File: src/tswu_pkg.sv
// ----------------------------------------------------------------------------
// tswu_pkg: shared types and constants for the typed stack
// entry layout, operation codes, status codes and derived widths
// ----------------------------------------------------------------------------
package tswu_pkg;

  localparam int STACK_DEPTH = 32;
  localparam int TYPE_BITS   = 8;
  localparam int VALUE_BITS  = 32;

  // occupancy and count hold 0..STACK_DEPTH, cell index holds 0..STACK_DEPTH-1
  localparam int OCC_W = $clog2(STACK_DEPTH + 1);
  localparam int IDX_W = $clog2(STACK_DEPTH);
  localparam int OP_W  = 3;

  typedef enum logic [OP_W-1:0] {
    OP_PUSH   = 3'd0,
    OP_POP    = 3'd1,
    OP_DROP   = 3'd2,
    OP_PEEK   = 3'd3,
    OP_UNWIND = 3'd4
  } op_e;

  typedef enum logic [1:0] {
    STAT_OK    = 2'd0,
    STAT_OVER  = 2'd1,
    STAT_UNDER = 2'd2
  } status_e;

  typedef struct packed {
    logic [TYPE_BITS-1:0]  etype;
    logic [VALUE_BITS-1:0] evalue;
  } entry_t;

  // shift command broadcast to every cell
  typedef struct packed {
    logic push;
    logic pop;
  } shift_cmd_t;

endpackage

File: src/tswu_cell.sv
// ----------------------------------------------------------------------------
// tswu_cell: one stack slot
// takes its upper neighbor on push, its lower neighbor on pop
// ----------------------------------------------------------------------------
module tswu_cell (
  input  logic                clk_i,
  input  tswu_pkg::shift_cmd_t cmd_i,
  input  tswu_pkg::entry_t    above_i,
  input  tswu_pkg::entry_t    below_i,
  output tswu_pkg::entry_t    entry_o
);
  import tswu_pkg::*;

  entry_t entry_q;

  always_ff @(posedge clk_i) begin
    if (cmd_i.push) begin
      entry_q <= above_i;
    end else if (cmd_i.pop) begin
      entry_q <= below_i;
    end
  end

  assign entry_o = entry_q;

endmodule

File: src/tswu_chain.sv
// ----------------------------------------------------------------------------
// tswu_chain: row of stack cells, cell 0 is the top of stack
// also selects the entry at a given depth for peek
// ----------------------------------------------------------------------------
module tswu_chain (
  input  logic                        clk_i,
  input  tswu_pkg::shift_cmd_t        cmd_i,
  input  tswu_pkg::entry_t            push_entry_i,
  input  logic [tswu_pkg::IDX_W-1:0]  peek_idx_i,
  output tswu_pkg::entry_t            top_o,
  output tswu_pkg::entry_t            peek_o
);
  import tswu_pkg::*;

  entry_t cell_q [STACK_DEPTH];

  for (genvar i = 0; i < STACK_DEPTH; i++) begin : g_cell
    entry_t above;
    entry_t below;

    if (i == 0) begin : g_first
      assign above = push_entry_i;
    end else begin : g_mid_up
      assign above = cell_q[i-1];
    end

    if (i == STACK_DEPTH - 1) begin : g_last
      assign below = '0;
    end else begin : g_mid_dn
      assign below = cell_q[i+1];
    end

    tswu_cell u_cell (
      .clk_i   (clk_i),
      .cmd_i   (cmd_i),
      .above_i (above),
      .below_i (below),
      .entry_o (cell_q[i])
    );
  end

  assign top_o  = cell_q[0];
  assign peek_o = cell_q[peek_idx_i];

endmodule

File: src/typed_stack_with_unwind.sv
// ----------------------------------------------------------------------------
// typed_stack_with_unwind: bounded lifo of typed entries with unwind
// push, pop, drop n, peek at depth and unwind to a type
// ----------------------------------------------------------------------------
// usage
//   input channel: in_valid_i / in_stall_o carry one operation per item
//   (op, elem_type, elem_value, count). output channel: out_valid_o /
//   out_stall_i carry result items; last_o marks the final result of an item.
//   push, pop, peek, unknown ops and errors give one result, registered, in the
//   cycle after acceptance; the next item can be taken in the same cycle the
//   result is taken, so these run at one item per cycle.
//   drop n answers at once (occupancy already reduced), then shifts the cell
//   row up one place per cycle until it has moved n places, while input is
//   stalled.
//   unwind pops one entry per cycle while its result register is free, one
//   result each (an empty stack gives a single result with no entry).
//   every step shifts the whole cell row by one place, which sets these rates.
//   reset empties the stack; cell contents are left as they were.
//   a stall on the output holds the result register; input stays stalled and
//   an unwind in progress waits until its result register frees up.
// ----------------------------------------------------------------------------
module typed_stack_with_unwind (
  input  logic                                clk_i,
  input  logic                                rst_ni,
  input  logic                                in_valid_i,
  output logic                                in_stall_o,
  input  logic [tswu_pkg::OP_W-1:0]           op_i,
  input  logic [tswu_pkg::TYPE_BITS-1:0]      elem_type_i,
  input  logic [tswu_pkg::VALUE_BITS-1:0]     elem_value_i,
  input  logic [tswu_pkg::OCC_W-1:0]          count_i,
  output logic                                out_valid_o,
  input  logic                                out_stall_i,
  output logic                                has_element_o,
  output logic [tswu_pkg::TYPE_BITS-1:0]      out_type_o,
  output logic [tswu_pkg::VALUE_BITS-1:0]     out_value_o,
  output logic [tswu_pkg::OCC_W-1:0]          occupancy_o,
  output logic [1:0]                          status_o,
  output logic                                last_o
);
  import tswu_pkg::*;

  typedef enum logic [1:0] {
    S_IDLE,
    S_DROP,
    S_UNWIND
  } state_e;

  localparam logic [OCC_W-1:0] FULL = OCC_W'(STACK_DEPTH);
  localparam logic [OCC_W-1:0] ONE  = OCC_W'(1);

  state_e                 state_q, state_d;
  logic [OCC_W-1:0]       occ_q, occ_d;        // entries held
  logic [OCC_W-1:0]       remain_q, remain_d;  // shifts left for drop
  logic [TYPE_BITS-1:0]   utype_q, utype_d;    // type unwind searches for

  // result register
  logic                   out_valid_q, out_valid_d;
  logic                   has_q, has_d;
  logic [TYPE_BITS-1:0]   otype_q, otype_d;
  logic [VALUE_BITS-1:0]  ovalue_q, ovalue_d;
  logic [OCC_W-1:0]       oocc_q, oocc_d;
  status_e                status_q, status_d;
  logic                   last_q, last_d;

  shift_cmd_t             cmd;
  entry_t                 push_entry;
  entry_t                 top_entry;
  entry_t                 peek_entry;
  logic                   out_free;
  logic                   in_accept;
  logic                   hit;

  assign push_entry = '{etype: elem_type_i, evalue: elem_value_i};

  tswu_chain u_chain (
    .clk_i        (clk_i),
    .cmd_i        (cmd),
    .push_entry_i (push_entry),
    .peek_idx_i   (count_i[IDX_W-1:0]),
    .top_o        (top_entry),
    .peek_o       (peek_entry)
  );

  // result register can load when empty or being taken this cycle
  assign out_free   = !out_valid_q || !out_stall_i;
  assign in_stall_o = !((state_q == S_IDLE) && out_free);
  assign in_accept  = in_valid_i && !in_stall_o;
  assign hit        = (top_entry.etype == utype_q);

  always_comb begin
    state_d     = state_q;
    occ_d       = occ_q;
    remain_d    = remain_q;
    utype_d     = utype_q;
    cmd         = '0;
    out_valid_d = out_valid_q && out_stall_i;
    has_d       = has_q;
    otype_d     = otype_q;
    ovalue_d    = ovalue_q;
    oocc_d      = oocc_q;
    status_d    = status_q;
    last_d      = last_q;

    case (state_q)
      S_IDLE: begin
        if (in_accept) begin
          // default result: no entry, ok, final
          out_valid_d = 1'b1;
          has_d       = 1'b0;
          otype_d     = '0;
          ovalue_d    = '0;
          status_d    = STAT_OK;
          last_d      = 1'b1;
          case (op_e'(op_i))
            OP_PUSH: begin
              if (occ_q == FULL) begin
                status_d = STAT_OVER;
              end else begin
                cmd.push = 1'b1;
                occ_d    = occ_q + ONE;
              end
            end
            OP_POP: begin
              if (occ_q == '0) begin
                status_d = STAT_UNDER;
              end else begin
                cmd.pop  = 1'b1;
                occ_d    = occ_q - ONE;
                has_d    = 1'b1;
                otype_d  = top_entry.etype;
                ovalue_d = top_entry.evalue;
              end
            end
            OP_DROP: begin
              if (count_i > occ_q) begin
                status_d = STAT_UNDER;
              end else if (count_i != '0) begin
                // answer now, shift the cells up in the background
                occ_d    = occ_q - count_i;
                remain_d = count_i;
                state_d  = S_DROP;
              end
            end
            OP_PEEK: begin
              if (count_i >= occ_q) begin
                status_d = STAT_UNDER;
              end else begin
                has_d    = 1'b1;
                otype_d  = peek_entry.etype;
                ovalue_d = peek_entry.evalue;
              end
            end
            OP_UNWIND: begin
              if (occ_q != '0) begin
                // results come from the unwind loop
                out_valid_d = 1'b0;
                utype_d     = elem_type_i;
                state_d     = S_UNWIND;
              end
            end
            default: ;  // unknown op: ok, nothing changes
          endcase
          oocc_d = occ_d;
        end
      end

      S_DROP: begin
        cmd.pop  = 1'b1;
        remain_d = remain_q - ONE;
        if (remain_q == ONE) begin
          state_d = S_IDLE;
        end
      end

      S_UNWIND: begin
        if (out_free) begin
          cmd.pop     = 1'b1;
          occ_d       = occ_q - ONE;
          out_valid_d = 1'b1;
          has_d       = 1'b1;
          otype_d     = top_entry.etype;
          ovalue_d    = top_entry.evalue;
          oocc_d      = occ_q - ONE;
          status_d    = STAT_OK;
          last_d      = hit || (occ_q == ONE);
          if (hit || (occ_q == ONE)) begin
            state_d = S_IDLE;
          end
        end
      end

      default: state_d = S_IDLE;
    endcase
  end

  always_ff @(posedge clk_i or negedge rst_ni) begin
    if (!rst_ni) begin
      state_q     <= S_IDLE;
      occ_q       <= '0;
      remain_q    <= '0;
      utype_q     <= '0;
      out_valid_q <= 1'b0;
      has_q       <= 1'b0;
      otype_q     <= '0;
      ovalue_q    <= '0;
      oocc_q      <= '0;
      status_q    <= STAT_OK;
      last_q      <= 1'b0;
    end else begin
      state_q     <= state_d;
      occ_q       <= occ_d;
      remain_q    <= remain_d;
      utype_q     <= utype_d;
      out_valid_q <= out_valid_d;
      has_q       <= has_d;
      otype_q     <= otype_d;
      ovalue_q    <= ovalue_d;
      oocc_q      <= oocc_d;
      status_q    <= status_d;
      last_q      <= last_d;
    end
  end

  assign out_valid_o   = out_valid_q;
  assign has_element_o = has_q;
  assign out_type_o    = otype_q;
  assign out_value_o   = ovalue_q;
  assign occupancy_o   = oocc_q;
  assign status_o      = status_q;
  assign last_o        = last_q;

  // occupancy stays within the cell row
  assert property (@(posedge clk_i) disable iff (!rst_ni)
    occ_q <= FULL)
    else $error("occupancy beyond stack depth");

  // a result without an entry carries zero type and value
  assert property (@(posedge clk_i) disable iff (!rst_ni)
    out_valid_o && !has_element_o |-> out_type_o == '0 && out_value_o == '0)
    else $error("empty result carries data");

  // an error result is always final and carries no entry
  assert property (@(posedge clk_i) disable iff (!rst_ni)
    out_valid_o && status_o != STAT_OK |-> last_o && !has_element_o)
    else $error("error result malformed");

  // an accepted push on a non-full stack grows occupancy by one
  assert property (@(posedge clk_i) disable iff (!rst_ni)
    in_accept && (op_i == OP_PUSH) && (occ_q != FULL) |=> occ_q == $past(occ_q) + ONE)
    else $error("push did not grow stack");

endmodule

File: config.mk
export PLATFORM = sky130hd
export DESIGN_NAME = typed_stack_with_unwind
export DESIGN_NICKNAME = d
export VERILOG_FILES = /design/src/tswu_pkg.sv /design/src/tswu_cell.sv /design/src/tswu_chain.sv /design/src/typed_stack_with_unwind.sv
export SDC_FILE = /design/constraint.sdc
export NUM_CORES = 2
export LEC_CHECK = 0
export BUFFER_PORTS_ARGS = -buffer_cell sky130_fd_sc_hd__buf_2
export CORE_ASPECT_RATIO = 1.2
export CORE_MARGIN = 1.5
export CORE_UTILIZATION = 50
export CTS_BUF_LIST = sky130_fd_sc_hd__clkbuf_16
export DETAILED_ROUTE_END_ITERATION = 7
export PLACE_DENSITY = 0.68
export SLEW_MARGIN = 10
export SYNTH_ARGS = -nofsm -noshare
export SYNTH_HDL_FRONTEND = slang
export SYNTH_SLANG_ARGS = --single-unit
File: constraint.sdc
create_clock -name clk_i -period 29.7 [get_ports clk_i]
set_input_delay 2.97 -clock clk_i [delete_from_list [all_inputs] [get_ports clk_i]]
set_output_delay 2.97 -clock clk_i [all_outputs]
set_load 0.01 [all_outputs]
After elaboration in Yosys (flattened, before gate mapping). Index checks and enable logic that the tools add are counted.

$add $sub $neg: 4. Multipliers: 0. Div/mod/pow operators: 0. Order comparisons: 3. Equality and inequality tests: 26. Shift operators: 0. Multiplexer cells: 130. Bitwise operators: 1. Reduce and logical (&&, ||, !) cells: 21.

Operators with widths (number): $mux 40 (66); $bmux 40 s5 (1); $mux 32 (4); $pmux 32 s2 (2); $mux 6 (10); $mux 8 (4); $pmux 8 s2 (2); $mux 2 (13); $pmux 6 s2 (2); $pmux 6 s3 (1); $mux 1 (16); $ne 4x4->1 const B (4); $reduce_and 8->1 (2); $eq 6x1->1 const B (2); $reduce_bool 6->1 (2); $sub 6x1->6 const B (2); $ne 2x2->1 const B (5); $ne 3x3->1 const B (3); $eq 8x8->1 (1); $pmux 1 s2 (4); $pmux 2 s2 (2); $pmux 2 s4 (1); $add 6x1->6 const B (1); $eq 3x2->1 const B (2); 25 further kinds (33).

Flip-flop bits (word level): 1347. Latch bits: 0. Memory bits (writable): 0. Bits in read-only memories: 0. Input bits: 53. Memories kept: 0.

Longest topological paths before layout.
Depth in word-level cells: 8. Mapped depth: 11. Gate-level depth less buffers: 9.

By module. From an unflattened synthesis, not the netlist that was laid out.

Cells, all modules: 4586. Area, all modules: 75665.1 sq um.

Modules (own cells, without submodules): tswu_cell (times used 32, cells each 86, area an instance 1895.6 sq um, sequential area each 1201.2 sq um); tswu_chain (times used 1, cells each 1448, area an instance 11119.4 sq um, sequential area each 0.0 sq um); typed_stack_with_unwind (times used 1, cells each 386, area an instance 3887.5 sq um, sequential area each 1676.6 sq um).

Worst setup path before layout. No wires, ideal clock.

Path kind: input to register. From: in op_i[2] (netlist bit). To: reg u_chain.g_cell[0].u_cell.entry_q (netlist bit u_chain.g_cell[0].u_cell.entry_o[0]), enable pin. Setup time: 1.740 ns. Arrival: 31.364 ns. Data required time: 27.960 ns. Setup slack: -3.404 ns. Cell stages on the path: 6. Path buffers: 1. Path through: clkbuf_2 -> nor3b_1 -> o41a_1 -> a21oi_1 -> nor2_1 -> or3_1.

Longest elaborated chain between the ends: 5. Elaborated cells on any way between the ends: 8. Classes of those cells: 1 x eq/ne; 5 x mux; 2 x reduce/logical.

Ends and longest elaborated chain: from (decl) (line typed_stack_with_unwind.sv:27) `input logic [tswu_pkg::OP_W-1:0] op_i,`; $eq 3x1->1 / $logic_not 3->1 (equally long branches) (line typed_stack_with_unwind.sv:114) `case (op_e'(op_i))`; $mux 1 (line typed_stack_with_unwind.sv:114); $mux 2 * (line typed_stack_with_unwind.sv:106) `if (in_accept) begin`; $pmux 1 s3 / $mux 1 (equally long branches) (line typed_stack_with_unwind.sv:104) `case (state_q)`; $reduce_bool 2->1 (no source line) *; to (signal assigned) (line tswu_cell.sv:18) `entry_q <= above_i;`; to (signal assigned) (line tswu_cell.sv:20) `entry_q <= below_i;`; to (decl) (line tswu_cell.sv:14) `entry_t entry_q;`.

Mark *: on every way between the ends. The rest lies on a longest branch, timed or not. A chain may end at the register's enable or synchronous reset.

Worst setup path in the final report.
From: in op_i[0] (netlist bit). To: reg u_chain.g_cell[24].u_cell.entry_q (netlist bit u_chain.g_cell[24].u_cell.entry_o[13]), enable pin.

Longest elaborated chain between the ends: 5. Elaborated cells on any way between the ends: 8. Classes of those cells: 1 x eq/ne; 5 x mux; 2 x reduce/logical.

Ends and longest elaborated chain (line): $eq 3x1->1 / $logic_not 3->1 (equally long branches) (typed_stack_with_unwind.sv:114); $mux 1 (typed_stack_with_unwind.sv:114); $mux 2 * (typed_stack_with_unwind.sv:106); $pmux 1 s3 / $mux 1 (equally long branches) (typed_stack_with_unwind.sv:104); $reduce_bool 2->1 (no source line) *; to (signal assigned) (tswu_cell.sv:18); to (signal assigned) (tswu_cell.sv:20); to (decl) (tswu_cell.sv:14).

Marked as above.

==> reports/metrics.yaml <==
status: "completed"
drive_above_1_share_pct: 44.2
overflow: 0
synthTopCellsByArea: "edfxtp_1 (53%), mux2_4 (21%), mux4_2 (7.2%)"
relSlewSlack_pct: 19.9
finalPower_mw: 7.44
clock.fmax_ghz: 0.114
dpl_cell_area_um2: 73700
fp-row-count: 152
holdBufCountCts: 0
cts_made_buffers: 138
fin_crit_sh_pct: 29.5
vdd_drop_max_uv: 97.8
path_cells: "buf_2 -> nor3b_1 -> o41a_1 -> a21oi_4 -> buf_4 -> nor2_1 -> or3_4 -> buf_4 -> buf_4 -> buf_4"
syn_area_per_cell_um2: 17.5
end_kind: "flop"
required_ns: 30.09
final_nets: 4205
synth_top_cell_by_area: "edfxtp_1"
min_period_ns: 8.76
final_util_pct: 54.5
post_drt_via_cell_ratio: 6.20
finClkSkew_ns: 0.0197
setup_tns_ns: 0
hpwl_um: 93300
crit_path_frequent_cell: "buf_4"
placed_cells_incl_taps: 5925
ys_seq_area_share_pct: 55.5
die_w_um: 350
ioPinCount: 105
post_cts_buffers: 0
hold_class: "flop to flop"
drv_slew: 0
clock_path_buffers: 3
grt_pass1_vias: 38700
synth_nets: 4191
slowest_stage: "buf_4"
synth-edff-count: 1280
root_buffer: "clkbuf_16"
routed-via-count: 38300
port_buffers: 104
leakagePower_nw: 30.8
max-cap-violations: 0
ys.flop_type: "edfxtp_1"
grtUsageTotal_pct: 22.1
grt_pass1_wl_um: 248000
crit_arrival_ns: 9.15
tightest_slew_ns: 1.20
setup_ws_ns: 20.94
coreArea_um2: 143000
grt_max_degree: 189
powerDensity_nw_per_um2: 95.4
yosysWarningCount: 0
die_area_um2: 147000
stdcell_area_um2: 78000
syn_inst: 4126
clock_latency_ns: 0.78
wirelength_um: 163000
synth_cell_types: 78
clkSinkCount: 1347
crit_fanout: 83
grt_antenna_before_repair: 7
async_reset_ff_share_pct: 4.97
synth-seq-cells: 1347
ctsHtreeMaxLevel: 4
clk_pin_slew_ns: 0.06
syn_area_um2: 72200
routedWlPerCell_um: 26.3
start_util_pct: 50.4
fin_cells: 6180
place_ws_ns: 20.12
cp-start-kind: "input pin"
max_stage_delay_ns: 0.96
setup_viol: 0
drcViolationCount: 0
drt_iter0_drc: 3500
tritoncts: "done"
place_congestion: 0.823
die_h_um: 419
ant_nets: 0
cts_resized: 0
syn_to_final_growth_pct: 8.04
rsz0062_at_grt: "no"
path_class: "input pin to flop"
firstDrtPassIters: 6
hold_viol: 0
netlist.area_leader.share_pct: 53.2
hold_ws_ns: 0.494
==> metal layers <==
metal	up-vias	GRT usage (%)	routed length [um]
li1	16600	-	-
met4	0	5.70	3380
met1	20500	32.4	74600
met3	220	3.48	7510
met2	970	34.2	77000
met5	-	0	0
==> worst max-delay path: cells and delay by family <==
| family | cells | cell delay, ns |
|---|---|---|
| buf+inv | 5 | 3.37 |
| simple gates | 3 | 2.19 |
| compound gates | 2 | 0.42 |
==> sequential cells by signal, summed over array words and instances, names as in the netlist <==
| register | count |
|---|---|
| out_valid_o | 1 |
| has_element_o | 1 |
| last_o | 1 |
| remain_q | 6 |
| occupancy_o | 6 |
| out_type_o | 8 |
| out_value_o | 32 |
| u_chain.g_cell.u_cell.entry_o | 1280 |
| utype_q | 8 |
| status_o | 2 |
| state_q | 2 |
==> power by group <==
group	internal [mW]	switching, mW	leakage (nW)	total [mW]
Combinational	1.09	0.952	15.8	2.05
Sequential	3.15	0.547	12.7	3.70
Clock	0.946	0.750	2.29	1.70
Total	5.19	2.25	30.8	7.44
==> worst paths after layout <==
check	startpoint	endpoint	slack, ns	cells past startpoint
worst min-delay path	status_o[1]$_DFFE_PN0P_	status_o[1]$_DFFE_PN0P_	0.49	2
worst min register to register	status_o[1]$_DFFE_PN0P_	status_o[1]$_DFFE_PN0P_	0.49	2
worst max-delay path	op_i[0]	u_chain.g_cell[24].u_cell.entry_o[13]$_DFFE_PP_	20.94	10
worst max register to register	occupancy_o[1]$_DFFE_PN0P_	u_chain.g_cell[29].u_cell.entry_o[13]$_DFFE_PP_	22.74	10
max in group asynchronous	rst_ni	state_q[1]$_DFFE_PN0P_	26.16	2
min in group asynchronous	rst_ni	out_value_o[28]$_DFFE_PN0P_	2.19	1
==> synthesized netlist by cell type (4+ instances only) <==
library cell	n
a211oi_1	35
a21o_1	5
a21oi_1	39
a221o_1	9
a221oi_1	16
a22oi_1	96
a2bb2oi_1	21
a31o_2	9
a32o_1	15
a32oi_1	12
and2_1	4
and3_1	48
buf_1	5
buf_2	86
buf_4	25
buf_6	114
clkbuf_1	74
dfrtp_1	67
edfxtp_1	1280
ha_1	11
inv_1	12
mux2_2	248
mux2_4	1001
mux2i_1	175
mux4_2	232
nand2_1	141
nand2b_1	4
nand3_1	47
nand4_1	12
nor2_1	87
nor2b_1	33
nor3_1	10
o2111ai_1	6
o211ai_1	5
o21ai_0	21
o21ai_1	11
o221ai_1	20
o22ai_1	7
o31ai_1	5
xor2_1	11
==> layout make-up <==
class	count	area, um^2
Timing Repair Buffer	179	1180
Sequential cell	1347	40100
Inverter	15	56.3
Antenna cell	1	2.50
Fill cell	11200	65200
Tap cell	1925	2410
Clock buffer	146	3650
Clock inverter	108	666
Multi-Input combinational cell	2459	30000
==> layout by cell type (no fill, tap or decap), drive strengths merged, types with 6 or more instances in the layout <==
cell type / netlist / final
edfxtp: 1280 / 1280
inv: 14 / 64
buf: 230 / 179
nand3: 47 / 47
clkinv: 1 / 51
xor2: 11 / 11
nand4: 12 / 12
o22ai: 7 / 7
nor3: 10 / 10
a221oi: 17 / 17
o21ai: 32 / 32
o2111ai: 6 / 6
nor2b: 33 / 33
mux2: 1249 / 1249
a32o: 15 / 15
and3: 48 / 48
nor2: 87 / 87
nand2: 143 / 143
a22oi: 96 / 96
mux2i: 175 / 175
mux4: 232 / 232
a31o: 9 / 9
and2: 6 / 6
bufinv: 0 / 7
a2bb2oi: 21 / 21
o221ai: 20 / 20
a32oi: 12 / 12
a21oi: 40 / 40
ha: 11 / 11
clkbuf: 75 / 146
a211oi: 36 / 36
dfrtp: 67 / 67
a221o: 9 / 9
==> cells by family (layout without fill, tap and decap cells) <==
| family | after synthesis | in the layout | share of synthesized area, % |
|---|---|---|---|
| xor+xnor | 12 | 12 | 0.146 |
| simple gates | 420 | 420 | 2.86 |
| mux | 1656 | 1656 | 34.3 |
| flops | 1347 | 1347 | 55.5 |
| buf+inv | 320 | 448 | 3.13 |
| fa+ha+maj | 12 | 12 | 0.218 |
| other cells | 0 | 1 | 0 |
| compound gates | 359 | 359 | 3.77 |
Power figures use the tool's default switching activity.
